[src/rtl/btc_pkg.sv]
package btc_pkg;

  // Permutation table geometry: sixteen 4-bit entries.
  localparam int unsigned TABLE_SLOTS = 16;
  localparam int unsigned ENTRY_W     = 4;
  localparam int unsigned LEN_W       = 5;
  localparam int unsigned CFG_DATA_W  = 64;
  localparam int unsigned CFG_IDX_W   = 2;

  localparam logic [7:0] PAD_BYTE = 8'h20;

  // Configuration register indexes.
  localparam logic [CFG_IDX_W-1:0] REG_BLOCK_LEN    = 2'd0;
  localparam logic [CFG_IDX_W-1:0] REG_PERM_TABLE   = 2'd1;
  localparam logic [CFG_IDX_W-1:0] REG_DECRYPT_MODE = 2'd2;

  localparam logic [LEN_W-1:0]      RESET_BLOCK_LEN  = 5'd1;
  localparam logic [CFG_DATA_W-1:0] RESET_PERM_TABLE = 64'hFEDC_BA98_7654_3210;

  typedef struct packed {
    logic [7:0] data;
    logic       block_last;
    logic       stream_last;
  } out_item_t;

endpackage

[src/rtl/block_transposition_cipher_top.sv]
// Block transposition cipher over a byte stream. Bytes are written into a
// block store memory until block_len bytes are held or end_of_stream is seen;
// the block is then read back in permuted order (encrypt: out[j] = in[perm[j]],
// decrypt: the inverse), one byte per cycle through the store's single read
// port while the output buffering has room. A filling byte is accepted every
// cycle that in_stall is low; in_stall is high while a block is read out
// (only its kept bytes after stripping, and longer while out_stall holds the
// output, as reads wait for room in it). Encrypt pads a partial
// final block with spaces; decrypt drops a partial final block and strips
// trailing spaces from the final block. With an invalid permutation table no
// output is produced. Output bytes pass through an output register with a
// skid entry, so reads continue at full rate while the consumer is ready.
module block_transposition_cipher_top #(
  parameter int unsigned MAX_BLOCK = 16
) (
  input  logic                              clk,
  input  logic                              rst,
  input  logic                              cfg_we,
  input  logic [btc_pkg::CFG_IDX_W-1:0]     cfg_index,
  input  logic [btc_pkg::CFG_DATA_W-1:0]    cfg_data,
  input  logic                              in_valid,
  output logic                              in_stall,
  input  logic [7:0]                        data_byte,
  input  logic                              end_of_stream,
  output logic                              out_valid,
  input  logic                              out_stall,
  output logic [7:0]                        out_byte,
  output logic                              block_last,
  output logic                              stream_last
);

  localparam int unsigned AW = $clog2(MAX_BLOCK);
  localparam int unsigned LW = btc_pkg::LEN_W;
  localparam int unsigned EW = btc_pkg::ENTRY_W;
  localparam int unsigned NS = btc_pkg::TABLE_SLOTS;

  // Configuration registers.
  logic [LW-1:0]                     block_len;
  logic [btc_pkg::CFG_DATA_W-1:0]    perm_table;
  logic                              decrypt_mode;
  logic                              table_valid;

  // Fill side.
  logic [LW-1:0]                     fill_count;
  logic [NS-1:0]                     space_mask;

  // Block store memory.
  logic [7:0]                        store [MAX_BLOCK];
  logic [7:0]                        mem_q;

  // Read-out sequencer.
  logic                              em_active;
  logic [LW-1:0]                     em_idx;
  logic [LW-1:0]                     em_n;
  logic [LW-1:0]                     em_fill;
  logic                              em_eos;

  // Read pipeline and output buffering.
  logic                              rd_pend;
  logic                              rd_pad;
  logic                              rd_blast;
  logic                              rd_slast;
  btc_pkg::out_item_t                rd_item;
  btc_pkg::out_item_t                out_q;
  btc_pkg::out_item_t                skid_q;
  logic                              skid_valid;

  logic [EW-1:0]                     ent [NS];
  logic [EW-1:0]                     chk_ent [NS];
  logic [LW-1:0]                     chk_len;
  logic                              chk_ok;
  logic [NS-1:0]                     hit;
  logic                              cfg_table_wr;

  logic                              in_take;
  logic [LW-1:0]                     fill_next;
  logic                              blk_done;
  logic [NS-1:0]                     mask_now;
  logic [LW-1:0]                     strip_n;
  logic [LW-1:0]                     start_n;

  logic [EW-1:0]                     src;
  logic                              issue;
  logic                              out_take;
  logic                              out_free;
  logic [1:0]                        occ;
  logic                              issue_last;

  // Table entries, current and as they will be after a table write.
  always_comb begin
    cfg_table_wr = cfg_we && (cfg_index == btc_pkg::REG_BLOCK_LEN ||
                              cfg_index == btc_pkg::REG_PERM_TABLE);
    chk_len = block_len;
    for (int j = 0; j < NS; j++) begin
      ent[j]     = perm_table[j*EW +: EW];
      chk_ent[j] = perm_table[j*EW +: EW];
    end
    if (cfg_we && cfg_index == btc_pkg::REG_BLOCK_LEN) begin
      chk_len = cfg_data[LW-1:0];
    end
    if (cfg_we && cfg_index == btc_pkg::REG_PERM_TABLE) begin
      for (int j = 0; j < NS; j++) begin
        chk_ent[j] = cfg_data[j*EW +: EW];
      end
    end
  end

  // The first chk_len entries form a permutation exactly when every value
  // below chk_len is hit by one of them.
  always_comb begin
    hit = '0;
    for (int v = 0; v < NS; v++) begin
      for (int j = 0; j < NS; j++) begin
        if (LW'(j) < chk_len && chk_ent[j] == EW'(v)) begin
          hit[v] = 1'b1;
        end
      end
    end
    chk_ok = (chk_len != '0) && (chk_len <= LW'(NS)) &&
             ({27'd0, chk_len} <= 32'(MAX_BLOCK));
    for (int v = 0; v < NS; v++) begin
      if (LW'(v) < chk_len && !hit[v]) begin
        chk_ok = 1'b0;
      end
    end
  end

  // Fill side: the closing byte also decides the length of the read-out.
  always_comb begin
    in_take   = in_valid && !in_stall;
    fill_next = fill_count + LW'(1);
    blk_done  = (fill_next == block_len) || end_of_stream;
    mask_now  = space_mask;
    mask_now[ent[fill_count[EW-1:0]]] = (data_byte == btc_pkg::PAD_BYTE);
    strip_n = '0;
    for (int j = 0; j < NS; j++) begin
      if (LW'(j) < block_len && !mask_now[j]) begin
        strip_n = LW'(j + 1);
      end
    end
    start_n = (decrypt_mode && end_of_stream) ? strip_n : block_len;
  end

  assign in_stall = em_active;

  always_ff @(posedge clk) begin
    if (rst) begin
      block_len    <= btc_pkg::RESET_BLOCK_LEN;
      perm_table   <= btc_pkg::RESET_PERM_TABLE;
      decrypt_mode <= 1'b0;
      table_valid  <= 1'b1;
      fill_count   <= '0;
    end else begin
      if (cfg_we) begin
        case (cfg_index)
          btc_pkg::REG_BLOCK_LEN:    block_len    <= cfg_data[LW-1:0];
          btc_pkg::REG_PERM_TABLE:   perm_table   <= cfg_data;
          btc_pkg::REG_DECRYPT_MODE: decrypt_mode <= cfg_data[0];
          default: ;
        endcase
      end
      if (cfg_table_wr) begin
        table_valid <= chk_ok;
        fill_count  <= '0;
      end else if (in_take) begin
        if (!table_valid) begin
          if (end_of_stream) begin
            fill_count <= '0;
          end
        end else if (blk_done) begin
          fill_count <= '0;
        end else begin
          fill_count <= fill_next;
        end
      end
    end
  end

  // Space flags are kept per output position so stripping is known when the
  // block closes.
  always_ff @(posedge clk) begin
    if (in_take && table_valid) begin
      space_mask <= mask_now;
    end
  end

  // Source of output position em_idx: the table entry when encrypting, the
  // position whose entry equals em_idx when decrypting.
  always_comb begin
    src = ent[em_idx[EW-1:0]];
    if (decrypt_mode) begin
      src = '0;
      for (int i = 0; i < NS; i++) begin
        if (LW'(i) < block_len && ent[i] == em_idx[EW-1:0]) begin
          src = EW'(i);
        end
      end
    end
  end

  always_comb begin
    out_take   = out_valid && !out_stall;
    out_free   = !out_valid || !out_stall;
    occ        = {1'b0, rd_pend} + {1'b0, out_valid} + {1'b0, skid_valid} -
                 {1'b0, out_take};
    issue      = em_active && (occ <= 2'd1);
    issue_last = (em_idx == em_n - LW'(1));
  end

  // Block store: one write port for filling, one registered read port.
  always_ff @(posedge clk) begin
    if (in_take && table_valid) begin
      store[AW'(fill_count)] <= data_byte;
    end
    if (issue) begin
      mem_q <= store[AW'(src)];
    end
  end

  always_ff @(posedge clk) begin
    if (rst) begin
      em_active <= 1'b0;
    end else if (in_take && table_valid && blk_done) begin
      // A partial block in decrypt mode is dropped; stripping may leave none.
      em_active <= !(decrypt_mode && fill_next != block_len) && (start_n != '0);
    end else if (issue && issue_last) begin
      em_active <= 1'b0;
    end
  end

  always_ff @(posedge clk) begin
    if (in_take && table_valid && blk_done) begin
      em_idx  <= '0;
      em_n    <= start_n;
      em_fill <= fill_next;
      em_eos  <= end_of_stream;
    end else if (issue) begin
      em_idx <= em_idx + LW'(1);
    end
    if (issue) begin
      rd_pad   <= !decrypt_mode && ({1'b0, src} >= em_fill);
      rd_blast <= issue_last;
      rd_slast <= issue_last && em_eos;
    end
  end

  always_comb begin
    rd_item.data        = rd_pad ? btc_pkg::PAD_BYTE : mem_q;
    rd_item.block_last  = rd_blast;
    rd_item.stream_last = rd_slast;
  end

  // Read data lands in the output register, or in the skid entry when the
  // output register is held by a stalled transfer or an older byte waits in skid.
  always_ff @(posedge clk) begin
    if (rst) begin
      rd_pend    <= 1'b0;
      out_valid  <= 1'b0;
      skid_valid <= 1'b0;
    end else begin
      rd_pend <= issue;
      if (out_free) begin
        if (skid_valid) begin
          out_valid  <= 1'b1;
          skid_valid <= rd_pend;
        end else begin
          out_valid <= rd_pend;
        end
      end else if (rd_pend) begin
        skid_valid <= 1'b1;
      end
    end
  end

  always_ff @(posedge clk) begin
    if (out_free) begin
      if (skid_valid) begin
        out_q  <= skid_q;
        skid_q <= rd_item;
      end else begin
        out_q <= rd_item;
      end
    end else if (rd_pend) begin
      skid_q <= rd_item;
    end
  end

  assign out_byte    = out_q.data;
  assign block_last  = out_q.block_last;
  assign stream_last = out_q.stream_last;

endmodule

[config.mk]
export PLATFORM = sky130hd
export DESIGN_NAME = block_transposition_cipher_top
export DESIGN_NICKNAME = d
export VERILOG_FILES = /design/src/rtl/btc_pkg.sv /design/src/rtl/block_transposition_cipher_top.sv
export SDC_FILE = /design/constraint.sdc
export NUM_CORES = 1
export LEC_CHECK = 0
export CORE_MARGIN = 8
export CORE_UTILIZATION = 65
export CTS_BUF_LIST = sky130_fd_sc_hd__clkbuf_8
export DETAILED_ROUTE_END_ITERATION = 16
export DONT_BUFFER_PORTS = 1
export PLACE_DENSITY = 0.8
export SLEW_MARGIN = 25
export SYNTH_ARGS = -nofsm -noshare
export SYNTH_HDL_FRONTEND = slang
export SYNTH_SLANG_ARGS = --single-unit
[constraint.sdc]
create_clock -name clk -period 9.81 [get_ports clk]
set_clock_uncertainty 0.05 [all_clocks]
set_input_delay 1.4715 -clock clk [delete_from_list [all_inputs] [get_ports clk]]
set_output_delay 1.4715 -clock clk [all_outputs]
set_load 0.05 [all_outputs]
; Yosys cells after proc, flatten, opt, wreduce, memory -nomap -nowiden
; Memory sizes are Yosys's and may differ from the RTL's. A register that Yosys moved wholly into a read port is not among the register bits.
; Cells that the tools add are included.
[word_totals]
memories = 1
ram_bits = 128
elab_cells = 1054
reg_bits = 135
out_inout_bits = 12
[op_classes]
addsub = 6
bitwise_logic = 2
n_lt_le_gt_ge = 40
n_reduce_logical = 388
eq_ne = 262
mux = 332
[memory_table]
columns = memory, depth, word_bits, read_ports, rd_ports_with_merged_regs, wr, line_no
row1 = store, 16, 8, 1, 1, 1, block_transposition_cipher_top.sv:48  ; logic [7:0] store [MAX_BLOCK];
[ops]
columns = operator, n
row1 = $eq 4x4->1 const B, 128
row2 = $logic_and 1x1->1, 320
row3 = $mux 1, 283
row4 = $eq 4x3->1 const B, 64
row5 = $eq 4x2->1 const B, 32
row6 = $mux 5, 20
row7 = $lt 4x5->1 const A, 16
row8 = $mux 4, 19
row9 = $eq 4x1->1 const B, 16
row10 = $logic_not 4->1, 16
row11 = $mux 64, 1
row12 = $eq 4x4->1, 15
row13 = $lt 3x5->1 const A, 8
row14 = $mux 10, 4
row15 = $logic_not 1->1, 37
row16 = $bmux 4 s4, 2
row17 = $lt 1x5->1 const A, 4
row18 = $lt 2x5->1 const A, 4
row19 = $bwmux 16, 1
row20 = $add 5x1->5 const B, 2
row21 = $eq 5x5->1, 2
row22 = $ge 5x5->1 const B, 2
row23 = $le 5x5->1 const B, 2
row24 = $not 4->5, 2
row25 = other kinds (21), 30

; Depth between registers and ports, before layout
[logic_depth]
word_depth = 39
mapped_depth = 18
mapped_depth_nobuf = 15

; Worst setup path before layout
; Ideal clock, no wire load.
[synth_path]
path_kind = in2reg
from = input port cfg_index[1] in the netlist's numbering
to = register table_valid
path_buffers = 1
cell_stages = 12
setup_time_ns = 0.122
slack_ns = 5.651
t_arrival_ns = 3.987
cell_sequence = nor3b_1 > buf_2 > mux2i_2 > nand2_1 > a31oi_1 > a21oi_1 > o2bb2ai_1 > or4_1 > nor4_1 > nor4_1 > nand4_1 > o31ai_1
[synth_via]
elab_chain_len = 39
elab_cells_between_ends = 845
[synth_rtl]
columns = element, line_no
row1 = start: declaration, block_transposition_cipher_top.sv:19  ; input logic [btc_pkg::CFG_IDX_W-1:0] cfg_index,
row2 = $logic_not 2->1 / $eq 2x1->1 (equally long branches), --
row3 = "$logic_and 1x1->1, on equally long branches", "block_transposition_cipher_top.sv:98, block_transposition_cipher_top.sv:101"
row4 = $mux 5 / $mux 64 (equally long branches), "block_transposition_cipher_top.sv:98, block_transposition_cipher_top.sv:101"
row5 = $lt 1x5->1 / $logic_not 4->1 (equally long branches), "block_transposition_cipher_top.sv:114, block_transposition_cipher_top.sv:122"
row6 = $logic_and 1x1->1, block_transposition_cipher_top.sv:114  ; if (LW'(j) < chk_len && chk_ent[j] == EW'(v)) begin
row7 = $mux 1 (16 in a row), block_transposition_cipher_top.sv:114
row8 = $logic_not 1->1, block_transposition_cipher_top.sv:122  ; if (LW'(v) < chk_len && !hit[v]) begin
row9 = $logic_and 1x1->1, block_transposition_cipher_top.sv:122
row10 = $mux 1 (16 in a row), block_transposition_cipher_top.sv:122
row11 = end signal: assignment, block_transposition_cipher_top.sv:163  ; table_valid <= chk_ok;
row12 = end: declaration, block_transposition_cipher_top.sv:41  ; logic table_valid;
; Parallel ways exist; a longest one is shown, timed or not.
; A chain may end at the register's enable or synchronous reset.

; Final worst setup path
; Same ends and word-level chain as after synthesis.

==> out/results.ini <==
[run_status]
status = complete, no violations

[floorplan]
core_area_sq_um = 26650
initial_core_util_pct = 65.42
fp.dieH_microns = 179.8
row_count = 60
ioPinCount = 92
die-area_sq_um = 32320
fp.dieW_microns = 179.8

[critical_path]
r2r-start = em_idx[1]
required_ns = 10.23
r2r_slack_ns = 4.93
path_class = input pin to flip-flop
reg2reg_depth = 11
crit_chain = nand3b_1 > buf_4 > buf_4 > nor3_1 > o21ai_0 > o22ai_1 > nor3_1 > o21ai_0 > a2111oi_0 > nand4_1 > nand2_1 > o31ai_1
slowest_stage = buf_4
end_kind = flip-flop
critPathMaxStageDelay_ns = 0.87
startpoint_type = input pin
worstPathArrival_ns = 5.44
r2r_end = mem_q[7]
cp_max_fo = 101

[grt]
grt_overflow = 0
track_usage_pct = 37.66
use_met3_pct = 10.79
grt_max_degree = 102
grt_antenna_before_repair = 2
busiest_layer = met2
gr-usage-met1_pct = 48.24
grt_pass1_wl_microns = 92330
grt_pass1_vias = 14638
grt_use_met2_pct = 57.49

[final_layout]
antenna_cells = 0
stdcell_area_sq_um = 18280
regArea_sq_um = 7289
final_cells = 2080
finish.net_count = 1798
drive_above_1_share_pct = 9.891
area_growth_pct = 4.830
num-fill-cells = 1887
multi_input_area_sq_um = 9410

[synthesis]
yosysWarningCount = 0
synth_area_per_cell_sq_um = 9.839
synth-seq-cells = 271
yosys-top-cells-area = edfxtp_1 (32%), dfxtp_1 (9.8%), mux2i_1 (7.6%)
synth_top_cell_area_share_pct = 32.04
synthCells = 1772
synth.net_count = 1864
synth_flop_cell = edfxtp_1
yosysSeqAreaShare_pct = 41.80
yosysUniqueCellTypes = 89
async_flop_share_pct = 0
yosys.area.top_type = edfxtp_1
synth_edf_count = 186
netlist_area_sq_um = 17430

[route]
drt_iter0_markers = 2249
via_per_inst = 7.418
finalWirelength_microns = 63430
drtAntennaViolNets = 0
wire_per_inst_microns = 30.49
first_pass_iters = 6
drc_errors = 0
via_count = 15429

[cts]
cts-resized-gates = 0
cts_buffers = 43
post-cts-setup-buffer-count = 0
cts_hold_buf = 0
path_clk_slew_ns = 0.07
htreeDepth = 2
clk_path_buf_depth = 3
root_buffer = clkbuf_8
cts_tree = yes
clock-sinks = 271
clk_latency_ns = 0.60

[power]
p_per_area_nw_per_um2 = 169.1
vdd_ir_drop_max_mv = 0.1882
total_power_mw = 3.091
leakagePower_nw = 6.064

[sta]
fmax_mhz = 199.5
period_share_pct = 51.09
relSlewSlack_pct = 34.19
timing.final.ws_setup_ns = 4.798
max_slew.worst_pin.slew_ns = 0.9788
grt_setup_unrepaired = false
period_minus_slack_ns = 5.012
final.setup.tns_ns = 0
hold_viol = 0
setup_viol = 0
maxSlewViolCount = 0

[place]
dpl.hpwl_microns = 47350
dp_slack_ns = 4.330
postPlaceCellArea_sq_um = 17460
place.gp.congestion = 1.095
dp_cells = 2002
port-buffer-count = 0

[worst_hold_path]
holdCritPathClass = flip-flop to flip-flop
hold_depth = 0
holdPathEnd = skid_q[0]
min_from = rd_slast

[run]
maxCapViolations = 0

area by class of cell:
| class | instances | area share, % |
|---|---|---|
| clock buffer | 47 | 3.539 |
| clock inverter | 31 | 0.9242 |
| inverter | 51 | 1.047 |
| multi-input combinational | 1320 | 51.49 |
| sequential | 271 | 39.88 |
| tap | 341 | 2.334 |
| timing repair buffer | 19 | 0.7804 |
power by group:
part	switching (mW)	internal, mW	total (mW)	leakage (nW)
combinational	0.454	0.313	0.767	3.18
clock	0.469	0.469	0.939	0.478
sequential	0.102	1.28	1.39	2.41
worst max-delay path by stage:
stage / start / end / depth (start not counted)
2_1_floorplan: cfg_index[1] / table_valid / 12
3_3_place_gp: cfg_index[1] / table_valid / 11
3_5_place_dp: cfg_index[1] / table_valid / 11
4_1_cts: cfg_index[1] / table_valid / 11
5_1_grt: cfg_index[1] / table_valid / 12
6_report: cfg_index[1] / table_valid / 12
logic make-up (layout without fill, tap and decap cells):
logic type,after synthesis,in the layout,share of synthesized area (%)
fa+ha+maj,12,12,0.8612
compound gates,362,362,13.98
mux,198,198,14.34
simple gates,667,667,20.57
xor+xnor,81,81,4.069
buf+inv,181,148,4.385
flops,271,271,41.80
critical path, delay by kind of cell:
family | cells | cell delay, ns
AOI/OAI and AO/OA | 5 | 1.62
and+or+nand+nor | 5 | 0.71
buffers and inverters | 2 | 1.58
placed cells by master (no fill, tap or decap), types with 47 or more instances in the layout:
cell type  instances
nand3b_1          68
nor2_1            96
o22ai_1           52
clkbuf_8          47
mux2i_1          133
a21oi_1           67
xnor2_1           52
edfxtp_1         186
nand2_1          169
a31oi_1           48
nor3_1            70
inv_1             69
nand3_1           60
dfxtp_1           83
cells in the mapped netlist (13+ instances only):
cell / count
a211o_1: 13
a21o_1: 14
a21oi_1: 68
a22oi_1: 13
a31oi_1: 48
and2_1: 24
buf_1: 23
buf_2: 34
clkbuf_1: 64
dfxtp_1: 85
edfxtp_1: 186
inv_1: 50
mux2_2: 27
mux2i_1: 133
mux4_2: 29
nand2_1: 169
nand2b_1: 25
nand3_1: 60
nand3b_1: 68
nand4_1: 20
nor2_1: 96
nor2b_1: 21
nor3_1: 70
nor3b_1: 36
nor4_1: 19
o21ai_0: 43
o22ai_1: 52
o31ai_1: 21
xnor2_1: 52
xor2_1: 29
through the flow:
| stage | util (%) | hold WS [ns] |
|---|---|---|
| 4_1_cts | 68.58 | 0.4422 |
| 3_3_place_gp | 65.52 | 0.4138 |
| 6_report | 68.58 | 0.4500 |
| 5_1_grt | 68.58 | 0.4386 |
| 2_1_floorplan | - | 0.3722 |
| 3_5_place_dp | 65.52 | 0.4146 |
layer usage:
| metal | wire [microns] | vias to the layer above |
|---|---|---|
| li1 | - | 6559 |
| met1 | 23740 | 7411 |
| met2 | 27930 | 1174 |
| met3 | 8132 | 283 |
| met4 | 3592 | 2 |
| met5 | 30 | - |
state kept, by name, summed over array words and instances, names as in the netlist, 5 cells and up:
register    count
em_idx          5
store         128
fill_count      5
em_fill         5
space_mask     16
em_n            5
block_len       5
out_byte        8
mem_q           8
skid_q         10
perm_table     64
Power figures use the tool's default switching activity.
